$ cat config.mk
export PLATFORM = sky130hd
export DESIGN_NAME = coordinate_binary_search
export DESIGN_NICKNAME = d
export VERILOG_FILES = /design/src/rtl/core/cbs_pkg.sv /design/src/rtl/core/coordinate_binary_search.sv /design/src/rtl/core/cbs_table.sv /design/src/rtl/core/cbs_search.sv
export SDC_FILE = /design/constraint.sdc
export NUM_CORES = 1
export LEC_CHECK = 0
export ABC_AREA = 1
export BUFFER_PORTS_ARGS = -buffer_cell sky130_fd_sc_hd__buf_4
export CAP_MARGIN = 0
export CORE_MARGIN = 1
export CORE_UTILIZATION = 35
export DETAILED_ROUTE_END_ITERATION = 8
export PLACE_DENSITY = 0.61
export SETUP_SLACK_MARGIN = 0.2
export SLEW_MARGIN = 15
export SYNTH_ARGS = -nofsm -noshare
export SYNTH_HDL_FRONTEND = slang
export SYNTH_SLANG_ARGS = --single-unit
$ cat constraint.sdc
create_clock -name clk_i -period 2.5 [get_ports clk_i]
set_input_delay 0.5 -clock clk_i [delete_from_list [all_inputs] [get_ports clk_i]]
set_output_delay 0.5 -clock clk_i [all_outputs]
set_load 0.01 [all_outputs]
$ cat src/rtl/core/cbs_pkg.sv
// ----------------------------------------------------------------------------
// cbs_pkg
// Shared types and constants for the coordinate binary search block.
// ----------------------------------------------------------------------------
package cbs_pkg;

  localparam int TABLE_DEPTH = 16;
  localparam int COORD_BITS  = 8;
  localparam int ENTRY_BITS  = 2 * COORD_BITS;
  localparam int IDX_BITS    = $clog2(TABLE_DEPTH);
  localparam int CNT_BITS    = 5;
  localparam int BOUND_BITS  = 6;

  localparam logic [CNT_BITS-1:0] COUNT_RESET = CNT_BITS'(TABLE_DEPTH);

  typedef enum logic {
    ACT_LOAD   = 1'b0,
    ACT_SEARCH = 1'b1
  } action_e;

  typedef enum logic [1:0] {
    ST_IDLE,
    ST_PROBE,
    ST_COMPARE,
    ST_RESULT
  } state_e;

  typedef struct packed {
    logic                  en;
    logic [IDX_BITS-1:0]   addr;
    logic [ENTRY_BITS-1:0] data;
  } tbl_wr_t;

  typedef struct packed {
    logic                found;
    logic [IDX_BITS-1:0] index;
  } res_t;

endpackage

$ cat src/rtl/core/coordinate_binary_search.sv
// ----------------------------------------------------------------------------
// coordinate_binary_search
// Sorted coordinate table with a (y, x) binary search over an index window.
//
//   channel   dir  fields
//   s_axis    in   tuser: action; tdata: entry_index, key_x, key_y,
//                  low_bound, high_bound
//   m_axis    out  tuser: found; tdata: found_index
//   cfg       in   data: entries_in_use
//
// Loads and out-of-range searches go straight to the result; a search makes
// up to 5 probes, each a registered table read and then the shared comparator,
// and a miss ends with a probe step that finds the window empty.
// Reset leaves the table contents undefined and sets entries_in_use to 16.
// An output register holds one waiting result, so the next item is taken
// while it waits on m_axis_tready; a second result stalls s_axis_tready.
// ----------------------------------------------------------------------------
module coordinate_binary_search (
  input  logic        clk_i,
  input  logic        rst_ni,
  input  logic        s_axis_tvalid,
  output logic        s_axis_tready,
  input  logic [31:0] s_axis_tdata,  // entry_index[3:0], key_x[11:4], key_y[19:12],
                                     // low_bound[25:20], high_bound[31:26]
  input  logic        s_axis_tuser,  // action
  output logic        m_axis_tvalid,
  input  logic        m_axis_tready,
  output logic [7:0]  m_axis_tdata,  // found_index[3:0], zero fill above
  output logic        m_axis_tuser,  // found
  input  logic        cfg_valid_i,
  output logic        cfg_ready_o,
  input  logic [4:0]  cfg_data_i
);

  logic [cbs_pkg::CNT_BITS-1:0]   entries_q;
  logic [cbs_pkg::CNT_BITS-1:0]   count;
  cbs_pkg::tbl_wr_t               tbl_wr;
  logic [cbs_pkg::IDX_BITS-1:0]   tbl_raddr;
  logic [cbs_pkg::ENTRY_BITS-1:0] tbl_rdata;
  logic                           res_valid, res_ready;
  cbs_pkg::res_t                  res;
  logic                           out_valid_q;
  cbs_pkg::res_t                  out_q;

  assign cfg_ready_o = 1'b1;

  always_ff @(posedge clk_i or negedge rst_ni) begin
    if (!rst_ni) begin
      entries_q <= cbs_pkg::COUNT_RESET;
    end else if (cfg_valid_i) begin
      entries_q <= cfg_data_i;
    end
  end

  // Counts above the table depth search the whole table.
  assign count = (entries_q > cbs_pkg::COUNT_RESET) ? cbs_pkg::COUNT_RESET : entries_q;

  cbs_table u_table (
    .clk_i   (clk_i),
    .wr_i    (tbl_wr),
    .raddr_i (tbl_raddr),
    .rdata_o (tbl_rdata)
  );

  cbs_search u_search (
    .clk_i            (clk_i),
    .rst_ni           (rst_ni),
    .in_valid_i       (s_axis_tvalid),
    .in_ready_o       (s_axis_tready),
    .in_action_i      (cbs_pkg::action_e'(s_axis_tuser)),
    .in_entry_index_i (s_axis_tdata[3:0]),
    .in_key_x_i       (s_axis_tdata[11:4]),
    .in_key_y_i       (s_axis_tdata[19:12]),
    .in_low_i         (s_axis_tdata[25:20]),
    .in_high_i        (s_axis_tdata[31:26]),
    .count_i          (count),
    .tbl_wr_o         (tbl_wr),
    .tbl_raddr_o      (tbl_raddr),
    .tbl_rdata_i      (tbl_rdata),
    .res_valid_o      (res_valid),
    .res_ready_i      (res_ready),
    .res_o            (res)
  );

  assign res_ready = !out_valid_q || m_axis_tready;

  always_ff @(posedge clk_i or negedge rst_ni) begin
    if (!rst_ni) begin
      out_valid_q <= 1'b0;
    end else if (res_ready) begin
      out_valid_q <= res_valid;
    end
  end

  always_ff @(posedge clk_i) begin
    if (res_ready && res_valid) begin
      out_q <= res;
    end
  end

  assign m_axis_tvalid = out_valid_q;
  assign m_axis_tuser  = out_q.found;
  assign m_axis_tdata  = {{(8 - cbs_pkg::IDX_BITS){1'b0}}, out_q.index};

endmodule

$ cat src/rtl/core/cbs_table.sv
// ----------------------------------------------------------------------------
// cbs_table
// Coordinate table memory: one write port, one registered read port.
// ----------------------------------------------------------------------------
module cbs_table (
  input  logic                          clk_i,
  input  cbs_pkg::tbl_wr_t              wr_i,
  input  logic [cbs_pkg::IDX_BITS-1:0]   raddr_i,
  output logic [cbs_pkg::ENTRY_BITS-1:0] rdata_o
);

  logic [cbs_pkg::ENTRY_BITS-1:0] mem [cbs_pkg::TABLE_DEPTH];
  logic [cbs_pkg::ENTRY_BITS-1:0] rdata_q;

  always_ff @(posedge clk_i) begin
    if (wr_i.en) begin
      mem[wr_i.addr] <= wr_i.data;
    end
    rdata_q <= mem[raddr_i];
  end

  assign rdata_o = rdata_q;

endmodule

$ cat src/rtl/core/cbs_search.sv
// ----------------------------------------------------------------------------
// cbs_search
// Sequencer for table loads and the binary search, with the shared key
// comparator that is used once per probe.
// ----------------------------------------------------------------------------
module cbs_search (
  input  logic                            clk_i,
  input  logic                            rst_ni,
  input  logic                            in_valid_i,
  output logic                            in_ready_o,
  input  cbs_pkg::action_e                in_action_i,
  input  logic [cbs_pkg::IDX_BITS-1:0]     in_entry_index_i,
  input  logic signed [cbs_pkg::COORD_BITS-1:0] in_key_x_i,
  input  logic signed [cbs_pkg::COORD_BITS-1:0] in_key_y_i,
  input  logic signed [cbs_pkg::BOUND_BITS-1:0] in_low_i,
  input  logic signed [cbs_pkg::BOUND_BITS-1:0] in_high_i,
  input  logic [cbs_pkg::CNT_BITS-1:0]     count_i,
  output cbs_pkg::tbl_wr_t                tbl_wr_o,
  output logic [cbs_pkg::IDX_BITS-1:0]     tbl_raddr_o,
  input  logic [cbs_pkg::ENTRY_BITS-1:0]   tbl_rdata_i,
  output logic                            res_valid_o,
  input  logic                            res_ready_i,
  output cbs_pkg::res_t                   res_o
);

  localparam logic [cbs_pkg::COORD_BITS-1:0] SIGN_FLIP =
    {1'b1, {(cbs_pkg::COORD_BITS-1){1'b0}}};

  cbs_pkg::state_e state_q, state_d;

  logic signed [cbs_pkg::BOUND_BITS-1:0] lo_q, lo_d, hi_q, hi_d;
  logic [cbs_pkg::IDX_BITS-1:0]          mid_q, mid_d;
  logic [cbs_pkg::ENTRY_BITS-1:0]        key_q, key_d;
  cbs_pkg::res_t                         res_q, res_d;

  logic                                  accept;
  logic                                  bounds_ok;
  logic [cbs_pkg::BOUND_BITS-1:0]        sum;
  logic [cbs_pkg::IDX_BITS-1:0]          mid_w;
  logic [cbs_pkg::ENTRY_BITS-1:0]        entry_key;
  logic                                  key_eq, key_gt;

  assign accept     = in_valid_i && in_ready_o;
  assign in_ready_o = (state_q == cbs_pkg::ST_IDLE);

  // A load is written straight into the table at its transfer.
  assign tbl_wr_o.en   = accept && (in_action_i == cbs_pkg::ACT_LOAD);
  assign tbl_wr_o.addr = in_entry_index_i;
  assign tbl_wr_o.data = {in_key_y_i, in_key_x_i};

  assign bounds_ok = !in_low_i[cbs_pkg::BOUND_BITS-1] && !in_high_i[cbs_pkg::BOUND_BITS-1] &&
                     (in_low_i[cbs_pkg::CNT_BITS-1:0] < count_i) &&
                     (in_high_i[cbs_pkg::CNT_BITS-1:0] < count_i);

  // Both bounds are within the table whenever a probe is issued.
  assign sum   = {1'b0, lo_q[cbs_pkg::BOUND_BITS-2:0]} + {1'b0, hi_q[cbs_pkg::BOUND_BITS-2:0]};
  assign mid_w = sum[cbs_pkg::IDX_BITS:1];
  assign tbl_raddr_o = mid_w;

  // Flipping the sign bits of y and x turns the signed (y, x) order into a
  // plain unsigned compare of the packed word.
  assign entry_key = tbl_rdata_i ^ {SIGN_FLIP, SIGN_FLIP};
  assign key_eq    = (entry_key == key_q);
  assign key_gt    = (entry_key > key_q);

  always_ff @(posedge clk_i or negedge rst_ni) begin
    if (!rst_ni) begin
      state_q <= cbs_pkg::ST_IDLE;
    end else begin
      state_q <= state_d;
    end
  end

  always_ff @(posedge clk_i) begin
    lo_q  <= lo_d;
    hi_q  <= hi_d;
    mid_q <= mid_d;
    key_q <= key_d;
    res_q <= res_d;
  end

  always_comb begin
    state_d = state_q;
    lo_d    = lo_q;
    hi_d    = hi_q;
    mid_d   = mid_q;
    key_d   = key_q;
    res_d   = res_q;
    case (state_q)
      cbs_pkg::ST_IDLE: begin
        if (accept) begin
          lo_d        = in_low_i;
          hi_d        = in_high_i;
          key_d       = {in_key_y_i, in_key_x_i} ^ {SIGN_FLIP, SIGN_FLIP};
          res_d.found = 1'b0;
          res_d.index = '0;
          if (in_action_i == cbs_pkg::ACT_SEARCH && bounds_ok) begin
            state_d = cbs_pkg::ST_PROBE;
          end else begin
            state_d = cbs_pkg::ST_RESULT;
          end
        end
      end
      cbs_pkg::ST_PROBE: begin
        if (lo_q > hi_q) begin
          state_d = cbs_pkg::ST_RESULT;
        end else begin
          mid_d   = mid_w;
          state_d = cbs_pkg::ST_COMPARE;
        end
      end
      cbs_pkg::ST_COMPARE: begin
        if (key_eq) begin
          res_d.found = 1'b1;
          res_d.index = mid_q;
          state_d     = cbs_pkg::ST_RESULT;
        end else begin
          if (key_gt) begin
            hi_d = $signed({2'b00, mid_q}) - cbs_pkg::BOUND_BITS'(1);
          end else begin
            lo_d = $signed({2'b00, mid_q}) + cbs_pkg::BOUND_BITS'(1);
          end
          state_d = cbs_pkg::ST_PROBE;
        end
      end
      cbs_pkg::ST_RESULT: begin
        if (res_ready_i) begin
          state_d = cbs_pkg::ST_IDLE;
        end
      end
      default: begin
        state_d = cbs_pkg::ST_IDLE;
      end
    endcase
  end

  assign res_valid_o = (state_q == cbs_pkg::ST_RESULT);
  assign res_o       = res_q;

`ifndef SYNTHESIS
  a_compare_after_probe: assert property (@(posedge clk_i) disable iff (!rst_ni)
    state_q == cbs_pkg::ST_COMPARE |-> $past(state_q) == cbs_pkg::ST_PROBE)
    else $error("compare step without a preceding probe");

  a_probe_window: assert property (@(posedge clk_i) disable iff (!rst_ni)
    state_q == cbs_pkg::ST_PROBE |->
      !lo_q[cbs_pkg::BOUND_BITS-1] && (hi_q >= -cbs_pkg::BOUND_BITS'(1)))
    else $error("search window left the table");

  a_single_item: assert property (@(posedge clk_i) disable iff (!rst_ni)
    accept |=> !in_ready_o)
    else $error("second item taken while one is in progress");

  a_result_held: assert property (@(posedge clk_i) disable iff (!rst_ni)
    res_valid_o && !res_ready_i |=> res_valid_o && $stable(res_o))
    else $error("pending result dropped or changed");
`endif

endmodule

==> run metrics <==
status completed; skew final roughly 0.030 ns; worst setup path category reg2reg; largest area contributor in the netlist edfxtp_1; crit path launch type flip-flop; # DRC 0; async set-reset flop share out of synthesis under 10%; synthesized area per cell 10.91 um2; top cell type's share of synthesized area between 60% and 70%; Hold Slack ~0.20 ns; initial antenna violation count 0; RSZ-0062 raised after global routing yes; fillers around 3600; Port-buffer cells 49; global route overflow 0; io pins 55; CP required approximately 2.9 ns; Area contributors post-synth edfxtp_1 (65%), nand2_1 (11%), nor2_1 (3.9%); number of diodes 0; Final Wtd Congestion about 0.78; Detailed Route Iter0 Violations between 500 and 600; cell row count about 70; gr usage total between 10% and 20%; Setup crit end kind flip-flop; Total Neg Setup Slack 0 ns; clk sinks ~320; Min-Delay Path Depth 2; number of global-route vias before repair approximately 8600; largest net degree at the start of global routing between 40 and 50; nets about 1400; Routed Antenna Nets 0; number of library cell types mapped by synthesis 28; Worst Reg-to-Reg Cells 10; TritonCTS Buffers 36; ratio of cells with drive above 1 in the final layout between 10% and 20%; Die Ht around 200 um; buffers from clock root to sink, at most 3; clk_lat worst skew between 0.5 and 0.6 ns; count leader, synth nand2_1; wire length per cell about 17 um; Relative slew margins 63.79%; area of the mapped netlist between 10000 and 15000 um2; die area ~40000 um2; top cells by count, synth nand2_1 (387), edfxtp_1 (298), nor2_1 (141); Worst Max-Slew Pin Slew roughly 0.54 ns; Tmin final 2.409 ns; Clock transition at path regs approximately 0.060 ns; CTS tree done; Routed WL around 32000 um; Root Buffer clkbuf_16; Hold Path Class in2reg; crit-path cells ha_2 -> fa_4 -> inv_8 -> buf_12 -> a21oi_1 -> nor2_1 -> a21oi_1 -> nand2_1 -> nand3_1 -> nand2_1; die span in x roughly 200 um; #FFs+latches synth 322; placed wire-length estimate around 19000 um; Hold Vio Cnt, Final 0; Syn Inst Count between 1000 and 1500; DR pass1 iterations 5; highest achievable clock rate approximately 420 MHz; first-pass GRT wire length 49500 um; Initial Utilization between 30% and 40%; CP max-delay cell fa_4; via density per instance 4.745; final setup fails 0; core area approximately 39000 um2; arrival time at the worst endpoint roughly 2.8 ns; fin crit share between 90% and 100%; Via Count between 8000 and 9000; Post-synth EDFFs between 200 and 300; register area share after synthesis 69.03%; largest stage delay on the critical path between 0.8 and 0.9 ns; Worst Path Max Fanout 28; H-Tree Depth 2; leading register cell type out of synthesis edfxtp_1; Area growth syn-to-layout 20.01%; Yosys Warn Count 0; Max-Cap Viols 0; max-slew violation count 0
-- sequential cells by signal, summed over array words and instances, names as in the netlist --
signal	count
m_axis_tdata	4
entries_q	5
u_table.mem	256
u_search.state_q	2
u_search.key_q	16
u_search.res_o	5
m_axis_tvalid	1
u_search.mid_q	4
u_table.rdata_o	16
m_axis_tuser	1
u_search.lo_q	6
u_search.hi_q	6
-- timing repair --
action | CTS | global route
cloned | 1 | 1
endpoints found under the hold margin | 8 | 0
setup buffers | 1 | 3
gates resized for setup | 13 | 11
hold buffers | 1 | 0
setup endpoints to repair | 16 | 21
pin swaps | 1 | 1
-- area by class of cell --
| class | count | area [um2] | area share [%] |
|---|---|---|---|
| clock buffers | 51 | 1059 | 6.429 |
| flip-flops and latches | 322 | 9470 | 57.52 |
| inverters | 97 | 371.6 | 2.257 |
| clock inverters | 15 | 137.6 | 0.8359 |
| well taps | 518 | 648.1 | 3.936 |
| repair buffers | 100 | 1067 | 6.482 |
| multi-input cells | 784 | 3711 | 22.54 |
-- cells by family after synthesis --
logic type / Yosys count / share of synthesized area, %
flops: 322 / 69.03
other cells: 2 / 0.05474
xor+xnor: 3 / 0.2463
simple gates: 583 / 16.50
mux: 3 / 0.2462
fa+ha+maj: 37 / 3.429
buf+inv: 154 / 4.824
compound gates: 153 / 5.673
-- per-layer routing --
layer  track usage [%]  up-vias  routed length [um]
met1             23.46     4245               14930
met5                 0        -                   0
met3             2.453       51                1918
met4             4.806        0                 673
li1                  -     4384                   -
met2             26.38      273               14830
-- cells in the final DEF, fill, tap and decap left out, drive strengths merged --
cell           n
o21ai         73
inv           99
dfxtp         16
clkbuf        52
nand4          5
a21o           1
a21oi         76
clkinv        12
mux2           3
nor2         141
dlygate4sd3    1
o211ai         2
dfrtp          7
edfxtp       298
nand3         47
bufinv         1
fa             1
a32o           1
buf           98
conb           5
nor3           3
xnor2          1
nand2        387
dfstp          1
ha            36
xor2           2
-- critical path, delay by kind of cell (launching register included) --
kind            cells  cell delay [ns]
compound gates      2             0.26
fa+ha+maj           2             1.10
buf+inv             2             0.27
flops               1             0.39
simple gates        4             0.28
-- worst paths after layout --
kind,startpoint,to,slack (ns)
worst max-delay path,u_search.hi_q[0]$_DFFE_PP_,u_table.rdata_o[9]$_DFF_P_,0.09
worst min-delay path,m_axis_tready,m_axis_tvalid$_DFFE_PN0N_,0.20
worst max register to register,u_search.hi_q[0]$_DFFE_PP_,u_table.rdata_o[9]$_DFF_P_,0.09
worst min register to register,u_search.res_o[2]$_SDFFCE_PN0P_,m_axis_tdata[2]$_DFFE_PP_,0.42
max in group asynchronous,rst_ni,entries_q[4]$_DFFE_PN1P_,1.95
min in group asynchronous,rst_ni,entries_q[3]$_DFFE_PN0P_,0.35
-- stage by stage --
step                setup slack, ns  std cells  utilization [%]  cell area (um2)
finish                      0.09128       1887            42.60            16460
global route               -0.06236       1887            42.60            16460
CTS                         0.06329       1883            42.40            16390
detailed placement          0.01170       1814            39.07            15100
global placement            0.02595       1814            39.07            15100
floorplan                    0.2870       1260                -            13730
Power is not shown: default switching activity piles up to over one toggle a cycle in this logic, so the estimate is an artifact.
